$ cat src/rtl/integer_to_radix_text_macros.svh
// Assertion macros shared by the divider and datapath RTL files of the radix text converter.
`ifndef INTEGER_TO_RADIX_TEXT_MACROS_SVH
`define INTEGER_TO_RADIX_TEXT_MACROS_SVH
`ifndef ASSERT_OFF
// Same-cycle implication, checked on every rising edge outside reset.
`define I2RT_ASSERT_IMP(lbl, clk, rst_n, ante, cons, msg) \
  lbl: assert property (@(posedge clk) disable iff (!rst_n) (ante) |-> (cons)) \
    else $error(msg);
// Next-cycle implication, checked on every rising edge outside reset.
`define I2RT_ASSERT_NXT(lbl, clk, rst_n, ante, cons, msg) \
  lbl: assert property (@(posedge clk) disable iff (!rst_n) (ante) |=> (cons)) \
    else $error(msg);
`else
`define I2RT_ASSERT_IMP(lbl, clk, rst_n, ante, cons, msg)
`define I2RT_ASSERT_NXT(lbl, clk, rst_n, ante, cons, msg)
`endif
`endif

$ cat src/rtl/i2rt_pkg.sv
// Package with the sizes, character codes, types and helpers of the radix text converter.
package i2rt_pkg;

  localparam int VALUE_BITS = 32;
  localparam int MAX_CHARS  = 64;

  localparam int IN_VALUE_W = 32;
  localparam int RADIX_W    = 6;
  localparam int FRAC_W     = 5;
  localparam int CHAR_W     = 7;

  localparam int EXT_BITS  = (VALUE_BITS > IN_VALUE_W) ? VALUE_BITS : IN_VALUE_W;
  localparam int COUNT_W   = $clog2(MAX_CHARS + 1);
  localparam int ADDR_W    = $clog2(MAX_CHARS);
  localparam int DIV_CNT_W = $clog2(VALUE_BITS);

  localparam logic [RADIX_W-1:0] RADIX_MIN = 6'd2;
  localparam logic [RADIX_W-1:0] RADIX_MAX = 6'd36;
  localparam logic [RADIX_W-1:0] DEC_TEN   = 6'd10;

  localparam logic [CHAR_W-1:0] CH_ZERO  = 7'h30;
  localparam logic [CHAR_W-1:0] CH_POINT = 7'h2E;
  localparam logic [CHAR_W-1:0] CH_COMMA = 7'h2C;
  localparam logic [CHAR_W-1:0] CH_MINUS = 7'h2D;
  localparam logic [CHAR_W-1:0] CH_UPPER = 7'h41;
  localparam logic [CHAR_W-1:0] CH_LOWER = 7'h61;
  localparam logic [CHAR_W-1:0] CH_ERROR = 7'h00;

  typedef enum logic [2:0] {
    SEL_ZERO,
    SEL_POINT,
    SEL_COMMA,
    SEL_DIGIT,
    SEL_MINUS
  } char_sel_t;

  typedef enum logic [3:0] {
    ST_IDLE,
    ST_CHECK,
    ST_ITER,
    ST_COMMA,
    ST_DIV,
    ST_DIGIT,
    ST_SIGN,
    ST_READ,
    ST_LOAD,
    ST_ERR
  } state_t;

  typedef struct packed {
    logic      load;
    logic      push;
    char_sel_t sel;
    logic      div_start;
    logic      advance;
    logic      rd_issue;
    logic      out_load;
    logic      out_err;
  } cmd_t;

  typedef struct packed {
    logic bad_radix;
    logic zero_case;
    logic more;
    logic need_point;
    logic need_comma;
    logic negative;
    logic div_done;
    logic out_free;
    logic rd_last;
  } stat_t;

  // ASCII character of one digit value below the radix.
  function automatic logic [CHAR_W-1:0] digit_char(input logic [RADIX_W-1:0] d,
                                                   input logic lower);
    logic [CHAR_W-1:0] base;
    base = lower ? CH_LOWER : CH_UPPER;
    if (d < DEC_TEN) begin
      return CH_ZERO + CHAR_W'(d);
    end
    return base + CHAR_W'(d - DEC_TEN);
  endfunction

endpackage

$ cat src/rtl/i2rt_if.sv
// Valid/ready channel interfaces for the conversion requests and the output characters.
interface i2rt_in_if;
  logic                                    valid;
  logic                                    ready;
  logic signed [i2rt_pkg::IN_VALUE_W-1:0] value;
  logic        [i2rt_pkg::RADIX_W-1:0]    radix;
  logic                                    lower_case;
  logic                                    group_thousands;
  logic        [i2rt_pkg::FRAC_W-1:0]     fraction_digits;

  modport source (output valid, value, radix, lower_case, group_thousands, fraction_digits,
                  input ready);
  modport sink (input valid, value, radix, lower_case, group_thousands, fraction_digits,
                output ready);
endinterface

interface i2rt_out_if;
  logic                          valid;
  logic                          ready;
  logic [i2rt_pkg::CHAR_W-1:0]  char_code;
  logic                          last_char;
  logic                          bad_radix;

  modport source (output valid, char_code, last_char, bad_radix, input ready);
  modport sink (input valid, char_code, last_char, bad_radix, output ready);
endinterface

$ cat src/rtl/i2rt_div.sv
// Restoring divider that produces one quotient bit per cycle for a small radix.
`include "integer_to_radix_text_macros.svh"
module i2rt_div (
  input  logic                              clk,
  input  logic                              rst_n,
  input  logic                              start,
  input  logic [i2rt_pkg::VALUE_BITS-1:0]   dividend,
  input  logic [i2rt_pkg::RADIX_W-1:0]      divisor,
  output logic [i2rt_pkg::VALUE_BITS-1:0]   quotient,
  output logic [i2rt_pkg::RADIX_W-1:0]      remainder,
  output logic                              done
);

  logic [i2rt_pkg::VALUE_BITS-1:0] q_r;
  logic [i2rt_pkg::RADIX_W-1:0]    rem_r;
  logic [i2rt_pkg::RADIX_W-1:0]    div_r;
  logic [i2rt_pkg::DIV_CNT_W-1:0]  cnt_r;
  logic                            busy_r;
  logic                            done_r;

  logic [i2rt_pkg::RADIX_W:0]      trial;
  logic                            fits;
  logic [i2rt_pkg::RADIX_W-1:0]    rem_nxt;

  // Bring down the next dividend bit and subtract the divisor when it fits.
  always_comb begin
    trial   = {rem_r, q_r[i2rt_pkg::VALUE_BITS-1]};
    fits    = trial >= {1'b0, div_r};
    rem_nxt = fits ? i2rt_pkg::RADIX_W'(trial - {1'b0, div_r})
                   : i2rt_pkg::RADIX_W'(trial);
  end

  always_ff @(posedge clk) begin
    if (!rst_n) begin
      busy_r <= 1'b0;
      done_r <= 1'b0;
    end else if (start) begin
      busy_r <= 1'b1;
      done_r <= 1'b0;
    end else if (busy_r && (cnt_r == '0)) begin
      busy_r <= 1'b0;
      done_r <= 1'b1;
    end
  end

  always_ff @(posedge clk) begin
    if (start) begin
      q_r   <= dividend;
      rem_r <= '0;
      div_r <= divisor;
      cnt_r <= i2rt_pkg::DIV_CNT_W'(i2rt_pkg::VALUE_BITS - 1);
    end else if (busy_r) begin
      q_r   <= {q_r[i2rt_pkg::VALUE_BITS-2:0], fits};
      rem_r <= rem_nxt;
      cnt_r <= cnt_r - 1'b1;
    end
  end

  assign quotient  = q_r;
  assign remainder = rem_r;
  assign done      = done_r;

  `I2RT_ASSERT_IMP(a_rem_below_div, clk, rst_n, done_r, rem_r < div_r,
                   "divider remainder is not below the divisor")
  `I2RT_ASSERT_NXT(a_start_clears_done, clk, rst_n, start, busy_r && !done_r,
                   "divider did not restart on start")

endmodule

$ cat src/rtl/i2rt_datapath.sv
// Datapath: request fields, digit state, character store, divider and output register.
`include "integer_to_radix_text_macros.svh"
module i2rt_datapath (
  input  logic                                    clk,
  input  logic                                    rst_n,
  input  i2rt_pkg::cmd_t                          cmd,
  output i2rt_pkg::stat_t                         stat,
  input  logic signed [i2rt_pkg::IN_VALUE_W-1:0] in_value,
  input  logic        [i2rt_pkg::RADIX_W-1:0]    in_radix,
  input  logic                                    in_lower_case,
  input  logic                                    in_group_thousands,
  input  logic        [i2rt_pkg::FRAC_W-1:0]     in_fraction_digits,
  input  logic                                    out_ready,
  output logic                                    out_valid,
  output logic        [i2rt_pkg::CHAR_W-1:0]     out_char_code,
  output logic                                    out_last_char,
  output logic                                    out_bad_radix
);

  // Request fields and conversion state.
  logic [i2rt_pkg::RADIX_W-1:0]    radix_r;
  logic                            lower_r;
  logic                            group_r;
  logic                            bad_r;
  logic                            neg_r;
  logic [i2rt_pkg::VALUE_BITS-1:0] mag_r;
  logic [i2rt_pkg::FRAC_W-1:0]     fcnt_r;
  logic                            fpos_r;
  logic                            before_r;
  logic [1:0]                      grp_phase_r;
  logic                            int_seen_r;
  logic [i2rt_pkg::COUNT_W-1:0]    char_count_r;

  // Character store and read-out.
  logic [i2rt_pkg::CHAR_W-1:0]     store [i2rt_pkg::MAX_CHARS];
  logic [i2rt_pkg::CHAR_W-1:0]     rd_data_r;
  logic                            rd_last_r;

  // Output register.
  logic                            out_valid_r;
  logic [i2rt_pkg::CHAR_W-1:0]     out_char_r;
  logic                            out_last_r;
  logic                            out_bad_r;

  logic [i2rt_pkg::EXT_BITS-1:0]   ext_value;
  logic [i2rt_pkg::VALUE_BITS-1:0] narrow_value;
  logic                            in_neg;
  logic [i2rt_pkg::VALUE_BITS-1:0] in_mag;
  logic [i2rt_pkg::VALUE_BITS-1:0] quotient;
  logic [i2rt_pkg::RADIX_W-1:0]    remainder;
  logic                            div_done;
  logic [i2rt_pkg::CHAR_W-1:0]     push_char;
  logic                            can_push;
  logic [i2rt_pkg::COUNT_W-1:0]    rd_index;

  i2rt_div u_div (
    .clk       (clk),
    .rst_n     (rst_n),
    .start     (cmd.div_start),
    .dividend  (mag_r),
    .divisor   (radix_r),
    .quotient  (quotient),
    .remainder (remainder),
    .done      (div_done)
  );

  // Sign-extend, wrap to the working width and take an unsigned magnitude.
  always_comb begin
    ext_value    = i2rt_pkg::EXT_BITS'(in_value);
    narrow_value = ext_value[i2rt_pkg::VALUE_BITS-1:0];
    in_neg       = narrow_value[i2rt_pkg::VALUE_BITS-1];
    in_mag       = in_neg ? ((~narrow_value) + {{(i2rt_pkg::VALUE_BITS-1){1'b0}}, 1'b1})
                          : narrow_value;
  end

  always_comb begin
    case (cmd.sel)
      i2rt_pkg::SEL_ZERO:  push_char = i2rt_pkg::CH_ZERO;
      i2rt_pkg::SEL_POINT: push_char = i2rt_pkg::CH_POINT;
      i2rt_pkg::SEL_COMMA: push_char = i2rt_pkg::CH_COMMA;
      i2rt_pkg::SEL_DIGIT: push_char = i2rt_pkg::digit_char(remainder, lower_r);
      i2rt_pkg::SEL_MINUS: push_char = i2rt_pkg::CH_MINUS;
      default:             push_char = i2rt_pkg::CH_ERROR;
    endcase
  end

  assign can_push = char_count_r < i2rt_pkg::COUNT_W'(i2rt_pkg::MAX_CHARS);
  assign rd_index = char_count_r - 1'b1;

  always_comb begin
    stat.bad_radix  = bad_r;
    stat.zero_case  = (mag_r == '0) && (fcnt_r == '0);
    stat.more       = (mag_r != '0) || fpos_r;
    stat.need_point = fpos_r && (fcnt_r == '0) && !before_r;
    stat.need_comma = group_r && before_r && int_seen_r && (grp_phase_r == 2'd0);
    stat.negative   = neg_r;
    stat.div_done   = div_done;
    stat.out_free   = !out_valid_r || out_ready;
    stat.rd_last    = rd_last_r;
  end

  // Request fields and digit bookkeeping.
  always_ff @(posedge clk) begin
    if (cmd.load) begin
      radix_r     <= in_radix;
      lower_r     <= in_lower_case;
      group_r     <= in_group_thousands;
      bad_r       <= (in_radix < i2rt_pkg::RADIX_MIN) || (in_radix > i2rt_pkg::RADIX_MAX);
      neg_r       <= in_neg;
      mag_r       <= in_mag;
      fcnt_r      <= in_fraction_digits;
      fpos_r      <= 1'b1;
      before_r    <= (in_fraction_digits == '0);
      grp_phase_r <= 2'd0;
      int_seen_r  <= 1'b0;
    end else begin
      if (cmd.push && (cmd.sel == i2rt_pkg::SEL_POINT)) begin
        before_r <= 1'b1;
      end
      if (cmd.advance) begin
        mag_r <= quotient;
        if (fpos_r) begin
          if (fcnt_r == '0) begin
            fpos_r <= 1'b0;
          end else begin
            fcnt_r <= fcnt_r - 1'b1;
          end
        end
        if (before_r) begin
          int_seen_r  <= 1'b1;
          grp_phase_r <= (grp_phase_r == 2'd2) ? 2'd0 : grp_phase_r + 1'b1;
        end
      end
    end
  end

  // Fill count: grows on each stored character, shrinks on each read-back.
  always_ff @(posedge clk) begin
    if (!rst_n) begin
      char_count_r <= '0;
    end else if (cmd.load) begin
      char_count_r <= '0;
    end else if (cmd.push && can_push) begin
      char_count_r <= char_count_r + 1'b1;
    end else if (cmd.rd_issue) begin
      char_count_r <= rd_index;
    end
  end

  always_ff @(posedge clk) begin
    if (cmd.push && can_push) begin
      store[char_count_r[i2rt_pkg::ADDR_W-1:0]] <= push_char;
    end
  end

  always_ff @(posedge clk) begin
    if (cmd.rd_issue) begin
      rd_data_r <= store[rd_index[i2rt_pkg::ADDR_W-1:0]];
      rd_last_r <= (char_count_r == i2rt_pkg::COUNT_W'(1));
    end
  end

  always_ff @(posedge clk) begin
    if (!rst_n) begin
      out_valid_r <= 1'b0;
    end else if (cmd.out_load || cmd.out_err) begin
      out_valid_r <= 1'b1;
    end else if (out_ready) begin
      out_valid_r <= 1'b0;
    end
  end

  always_ff @(posedge clk) begin
    if (cmd.out_err) begin
      out_char_r <= i2rt_pkg::CH_ERROR;
      out_last_r <= 1'b1;
      out_bad_r  <= 1'b1;
    end else if (cmd.out_load) begin
      out_char_r <= rd_data_r;
      out_last_r <= rd_last_r;
      out_bad_r  <= 1'b0;
    end
  end

  assign out_valid     = out_valid_r;
  assign out_char_code = out_char_r;
  assign out_last_char = out_last_r;
  assign out_bad_radix = out_bad_r;

  `I2RT_ASSERT_IMP(a_err_shape, clk, rst_n, out_valid_r && out_bad_r,
                   out_last_r && (out_char_r == i2rt_pkg::CH_ERROR),
                   "error result is not a single zero character")
  `I2RT_ASSERT_IMP(a_digit_after_div, clk, rst_n, cmd.advance, div_done,
                   "digit taken before the division finished")
  `I2RT_ASSERT_IMP(a_read_nonempty, clk, rst_n, cmd.rd_issue, char_count_r != '0,
                   "read-back from an empty character store")

endmodule

$ cat src/rtl/i2rt_ctrl.sv
// Controller state machine that sequences digit extraction and character read-back.
module i2rt_ctrl (
  input  logic            clk,
  input  logic            rst_n,
  input  logic            in_valid,
  output logic            in_ready,
  input  i2rt_pkg::stat_t stat,
  output i2rt_pkg::cmd_t  cmd
);

  i2rt_pkg::state_t state_r;
  i2rt_pkg::state_t state_nxt;

  always_ff @(posedge clk) begin
    if (!rst_n) begin
      state_r <= i2rt_pkg::ST_IDLE;
    end else begin
      state_r <= state_nxt;
    end
  end

  always_comb begin
    state_nxt     = state_r;
    in_ready      = 1'b0;
    cmd.load      = 1'b0;
    cmd.push      = 1'b0;
    cmd.sel       = i2rt_pkg::SEL_DIGIT;
    cmd.div_start = 1'b0;
    cmd.advance   = 1'b0;
    cmd.rd_issue  = 1'b0;
    cmd.out_load  = 1'b0;
    cmd.out_err   = 1'b0;
    case (state_r)
      i2rt_pkg::ST_IDLE: begin
        in_ready = 1'b1;
        if (in_valid) begin
          cmd.load  = 1'b1;
          state_nxt = i2rt_pkg::ST_CHECK;
        end
      end
      i2rt_pkg::ST_CHECK: begin
        if (stat.bad_radix) begin
          state_nxt = i2rt_pkg::ST_ERR;
        end else if (stat.zero_case) begin
          cmd.push  = 1'b1;
          cmd.sel   = i2rt_pkg::SEL_ZERO;
          state_nxt = i2rt_pkg::ST_READ;
        end else begin
          state_nxt = i2rt_pkg::ST_ITER;
        end
      end
      i2rt_pkg::ST_ITER: begin
        if (!stat.more) begin
          state_nxt = i2rt_pkg::ST_SIGN;
        end else begin
          if (stat.need_point) begin
            cmd.push = 1'b1;
            cmd.sel  = i2rt_pkg::SEL_POINT;
          end
          state_nxt = i2rt_pkg::ST_COMMA;
        end
      end
      i2rt_pkg::ST_COMMA: begin
        if (stat.need_comma) begin
          cmd.push = 1'b1;
          cmd.sel  = i2rt_pkg::SEL_COMMA;
        end
        cmd.div_start = 1'b1;
        state_nxt     = i2rt_pkg::ST_DIV;
      end
      i2rt_pkg::ST_DIV: begin
        if (stat.div_done) begin
          state_nxt = i2rt_pkg::ST_DIGIT;
        end
      end
      i2rt_pkg::ST_DIGIT: begin
        cmd.push    = 1'b1;
        cmd.sel     = i2rt_pkg::SEL_DIGIT;
        cmd.advance = 1'b1;
        state_nxt   = i2rt_pkg::ST_ITER;
      end
      i2rt_pkg::ST_SIGN: begin
        if (stat.negative) begin
          cmd.push = 1'b1;
          cmd.sel  = i2rt_pkg::SEL_MINUS;
        end
        state_nxt = i2rt_pkg::ST_READ;
      end
      i2rt_pkg::ST_READ: begin
        cmd.rd_issue = 1'b1;
        state_nxt    = i2rt_pkg::ST_LOAD;
      end
      i2rt_pkg::ST_LOAD: begin
        if (stat.out_free) begin
          cmd.out_load = 1'b1;
          state_nxt    = stat.rd_last ? i2rt_pkg::ST_IDLE : i2rt_pkg::ST_READ;
        end
      end
      i2rt_pkg::ST_ERR: begin
        if (stat.out_free) begin
          cmd.out_err = 1'b1;
          state_nxt   = i2rt_pkg::ST_IDLE;
        end
      end
      default: begin
        state_nxt = i2rt_pkg::ST_IDLE;
      end
    endcase
  end

endmodule

$ cat src/rtl/integer_to_radix_text.sv
// Top level of the integer to radix text converter: controller plus datapath.
//
//   Channel   Direction  Handshake      Payload
//   in_if     sink       valid / ready  value, radix, lower_case, group_thousands,
//                                       fraction_digits
//   out_if    source     valid / ready  char_code, last_char, bad_radix
//
// Each digit passes through the bit-serial divider, which shares one subtractor across
// all digits; each output character passes through the store read and the output
// register load.
// Reset is synchronous and active low; it idles the controller, empties the store
// and drops the output valid. The character store holds no reset value.
// A stalled output only holds read-back and the error result; a new request is taken as
// soon as the last character of the previous one sits in the output register.
module integer_to_radix_text (
  input  logic        clk,
  input  logic        rst_n,
  i2rt_in_if.sink     in_if,
  i2rt_out_if.source  out_if
);

  i2rt_pkg::cmd_t  cmd;
  i2rt_pkg::stat_t stat;
  logic            in_ready;

  // The controller only sequences; every value lives in the datapath.
  i2rt_ctrl u_ctrl (
    .clk      (clk),
    .rst_n    (rst_n),
    .in_valid (in_if.valid),
    .in_ready (in_ready),
    .stat     (stat),
    .cmd      (cmd)
  );

  // The datapath holds the request fields, the digit state, the character store
  // and the output register that separates read-back from the downstream stall.
  i2rt_datapath u_datapath (
    .clk                (clk),
    .rst_n              (rst_n),
    .cmd                (cmd),
    .stat               (stat),
    .in_value           (in_if.value),
    .in_radix           (in_if.radix),
    .in_lower_case      (in_if.lower_case),
    .in_group_thousands (in_if.group_thousands),
    .in_fraction_digits (in_if.fraction_digits),
    .out_ready          (out_if.ready),
    .out_valid          (out_if.valid),
    .out_char_code      (out_if.char_code),
    .out_last_char      (out_if.last_char),
    .out_bad_radix      (out_if.bad_radix)
  );

  assign in_if.ready = in_ready;

endmodule
$ cat src/flat_wrapper.sv
// flat-port wrapper written by rule: the top's interface ports become plain ports
module integer_to_radix_text_flat 
  (clk, rst_n, in_if_valid, in_if_value, in_if_radix, in_if_lower_case, in_if_group_thousands, in_if_fraction_digits, in_if_ready, out_if_valid, out_if_char_code, out_if_last_char, out_if_bad_radix, out_if_ready);
  i2rt_in_if in_if_i ();
  i2rt_out_if out_if_i ();
  input  logic clk;
  input  logic rst_n;
  input wire logic [$bits(in_if_i.valid)-1:0] in_if_valid;
  input wire logic [$bits(in_if_i.value)-1:0] in_if_value;
  input wire logic [$bits(in_if_i.radix)-1:0] in_if_radix;
  input wire logic [$bits(in_if_i.lower_case)-1:0] in_if_lower_case;
  input wire logic [$bits(in_if_i.group_thousands)-1:0] in_if_group_thousands;
  input wire logic [$bits(in_if_i.fraction_digits)-1:0] in_if_fraction_digits;
  output wire logic [$bits(in_if_i.ready)-1:0] in_if_ready;
  output wire logic [$bits(out_if_i.valid)-1:0] out_if_valid;
  output wire logic [$bits(out_if_i.char_code)-1:0] out_if_char_code;
  output wire logic [$bits(out_if_i.last_char)-1:0] out_if_last_char;
  output wire logic [$bits(out_if_i.bad_radix)-1:0] out_if_bad_radix;
  input wire logic [$bits(out_if_i.ready)-1:0] out_if_ready;
  assign in_if_i.valid = in_if_valid;
  assign in_if_i.value = in_if_value;
  assign in_if_i.radix = in_if_radix;
  assign in_if_i.lower_case = in_if_lower_case;
  assign in_if_i.group_thousands = in_if_group_thousands;
  assign in_if_i.fraction_digits = in_if_fraction_digits;
  assign in_if_ready = in_if_i.ready;
  assign out_if_valid = out_if_i.valid;
  assign out_if_char_code = out_if_i.char_code;
  assign out_if_last_char = out_if_i.last_char;
  assign out_if_bad_radix = out_if_i.bad_radix;
  assign out_if_i.ready = out_if_ready;
  integer_to_radix_text u_core (.clk(clk), .rst_n(rst_n), .in_if(in_if_i), .out_if(out_if_i));
endmodule
$ cat config.mk
export PLATFORM = sky130hd
export DESIGN_NAME = integer_to_radix_text_flat
export DESIGN_NICKNAME = d
export VERILOG_FILES = /design/src/rtl/i2rt_pkg.sv /design/src/rtl/i2rt_if.sv /design/src/rtl/i2rt_div.sv /design/src/rtl/i2rt_datapath.sv /design/src/rtl/i2rt_ctrl.sv /design/src/rtl/integer_to_radix_text.sv /design/src/flat_wrapper.sv
export VERILOG_INCLUDE_DIRS = /design/src /design/src/rtl
export SDC_FILE = /design/constraint.sdc
export NUM_CORES = 1
export LEC_CHECK = 0
export ABC_AREA = 1
export BUFFER_PORTS_ARGS = -buffer_cell sky130_fd_sc_hd__buf_2
export CAP_MARGIN = 40
export CORE_UTILIZATION = 50
export CTS_CLUSTER_SIZE = 10
export DETAILED_ROUTE_END_ITERATION = 12
export PLACE_DENSITY = 0.77
export SYNTH_ARGS = -nofsm -noshare
export SYNTH_HDL_FRONTEND = slang
export SYNTH_HIERARCHICAL = 1
export SYNTH_SLANG_ARGS = --single-unit
$ cat constraint.sdc
create_clock -name clk -period 11.6 [get_ports clk]
set_input_delay 1.74 -clock clk [delete_from_list [all_inputs] [get_ports clk]]
set_output_delay 1.74 -clock clk [all_outputs]
set_load 0.02 [all_outputs]
==> metrics <==
CTS tree yes; DP Worst Slack 7080 ps; vias per cell between 5 and 6; CP startpoint u_core/u_datapath/mag_r[3]; CP Max Fanout 12; most used routing layer met2; fill count 4,106; Max-Slew Margin vs Limit 37.4%; Syn Area/Cell 10.2 µm²; crit path DAT 4900 ps; Core Area roughly 51,000 µm²; Yosys cell types 52; RSZ-0062 raised after global routing no; clock sinks 580; largest net degree at the start of global routing 98; maximum vdd drop about 340 µV; initial antenna violation count 1; Yosys top cell area share 62.5%; Clock Tree Root clkbuf_16; Worst-Margin Slew 940 ps; met3 Use GR under 10%; post-cts sizing count 0; GP Congestion 0.942; height of the die 230 µm; skew final roughly 24 ps; top-count cell post-synth edfxtp_1; final worst slack 6930 ps; top cells by area, synth edfxtp_1, nand2_1, nor2_1; Wirelength per Cell 19.7 µm; Net Count, Synth 2,616; Post-synth ARST share 0%; CP Capture Type register; most frequent cells after synthesis edfxtp_1, nand2_1, nor2_1; Port Buffers 59; footprint of the multi-input gates just under 8000 µm²; Cell Pwr Density 227 nW/µm²; Critical-path top delay cell nor2_1; Design Area, Final 29,000 µm²; drc violations 0; reg-to-reg critical path startpoint u_core/u_datapath/mag_r[3]; DR iter-0 viols 2,536; Yosys top cell by area edfxtp_1; die width 230 µm; most used cell, CP nor2_1; Ys Warns 6; Post-DRT Antenna Nets 0; Final HPWL DP ~40 mm; Post-layout nets 2,656; final wirelength 65.1 mm; Post-Syn Instances 2,541; clk buf depth 3; vias in the first global route 18,500; Static Leak 10.9 nW; Critical Path Start Type register; drt first pass iters 6; HP Start u_core/u_datapath/radix_r[2]; Setup CP Type register to register; number of setup buffers added after CTS 0; final setup fails 0; ys flop type edfxtp_1; # IOs 60; Area growth syn-to-layout 11.3%; Worst-path clk slew 60 ps; first-pass GRT wire length 100 mm; H-tree depth 3; gr ovfl total 0; Post-DP Area 27,000 µm²; gr usage total 24.5%; synthesized area 26,000 µm²; Fin. Hold Viols 0; setup TNS 0 ps; Register Area around 17,000 µm²; Worst EP required 11,830 ps; Slew Viols, Final 0; Num CTS Buffers 68; Max Fclk 0.214 GHz; synthesized flop and latch total 580; GRT met1 Usage between 30% and 40%; number of flops mapped to enable cells by yosys approximately 540; total power 6.58 mW; Vias 19,100; die area between 50,000 and 60,000 µm²; max-cap violation count 0; cts hold-fix bufs 0; met2 usage 38.8%; clock period minus final worst setup slack 4670 ps; worst reg2reg setup slack 6930 ps; hold crit path type register to register; worst path cell trace or2_2 -> nor4_1 -> nand4_1 -> nor2_1 -> inv_1 -> nor2_1 -> nand2_1 -> o21ai_0 -> a31oi_1 -> nand2_1 -> inv_1 -> nor2_1 -> buf_4 -> nand4_1 -> nor2_1; post-synthesis sequential area ratio between 60 and 70%; Initial Utilization 50.6%; status finished clean; # rows 83; max incr delay on CP 790 ps; Period Utilization, post-route 40.3%; share of layout cells above drive strength 1 8.39%; clk_lat worst skew 620 ps
report_power, final:
group	internal, mW	leakage, nW	switching [mW]
Combinational	0.379	4.74	1.24
Sequential	2.99	5.22	0.0799
Clock	1.09	0.931	0.806
routing by layer:
metal / routed length (µm) / vias to the layer above / part of all wire, %
li1: - / 8766 / -
met1: 26200 / 9140 / 40
met2: 30200 / 1043 / 46
met3: 6330 / 196 / 9.7
met4: 2320 / 0 / 3.6
met5: 0 / - / 0
registers in the layout, summed over array words and instances, names as in the netlist, 2 cells and up:
| name | flops |
|---|---|
| u_core/u_datapath/u_div/cnt_r | 5 |
| u_core/u_datapath/mag_r | 32 |
| u_core/u_datapath/radix_r | 6 |
| u_core/u_datapath/fcnt_r | 5 |
| u_core/u_datapath/u_div/remainder | 6 |
| u_core/u_datapath/store | 448 |
| u_core/u_datapath/char_count_r | 7 |
| u_core/u_datapath/out_char_code | 7 |
| u_core/u_datapath/rd_data_r | 7 |
| u_core/u_datapath/u_div/quotient | 32 |
| u_core/u_ctrl/state_r | 4 |
| u_core/u_datapath/grp_phase_r | 2 |
| u_core/u_datapath/u_div/div_r | 6 |
stage by stage:
stage                     hold WS, ps  instances  util [%]
final                             421       3303      56.4
after detailed placement          410       3190      52.6
after global routing              439       3303      56.4
after global placement            408       3175      52.0
after CTS                         424       3301      56.4
after floorplan                   400       2541         -
final cells by class:
type                       count  area share [%]
sequential                   580            58.8
multi-input combinational   1686            27.1
clock buffer                 103            6.32
tap                          680            2.93
timing repair buffer          93            2.50
inverter                     152            2.01
clock inverter                 8           0.367
antenna                        1         0.00863
kinds of logic (layout without fill, tap and decap cells):
logic type               after synthesis  in the layout  synth area share [%]
buffers and inverters                275            356                  4.72
AO/OA/AOI/OAI                        282            282                  5.81
AND/OR/NAND/NOR                     1354           1354                  21.8
adder cells (fa/ha/maj)               26             26                  1.31
XOR/XNOR                              24             24                 0.908
flip-flops                           580            580                  65.4
other                                  0              1                     0
critical path: cells and delay by family, from the launching register on:
| family | cells | cell delay [ps] |
|---|---|---|
| compound gates | 2 | 230 |
| buf+inv | 3 | 400 |
| flops | 1 | 380 |
| simple gates | 10 | 3290 |
path summary, 6_finish.rpt:
check | endpoint | cells after the start
setup / recovery | u_core/u_datapath/store[54][0] | 15
hold / removal | u_core/u_datapath/u_div/div_r[2] | 0
setup reg to reg | u_core/u_datapath/store[54][0] | 15
hold reg to reg | u_core/u_datapath/u_div/div_r[2] | 0
layout by cell type, fill, tap and decap left out, types with 5 or more instances in the layout:
cell type,instances
nor2_2,9
nor2_1,483
o21ai_0,205
dfxtp_1,37
nand3_1,281
nor4_1,8
edfxtp_1,542
buf_2,60
nand2_1,510
ha_1,23
or2_2,8
buf_4,19
nand4_1,14
nand3b_1,9
nand3_2,5
o211ai_1,23
inv_1,141
nor3_1,8
a21oi_1,20
xor2_1,18
clkbuf_1,35
o21ai_1,10
buf_12,5
clkbuf_16,68
buf_16,5
a31oi_1,10
(Power assumes the default switching activity.)
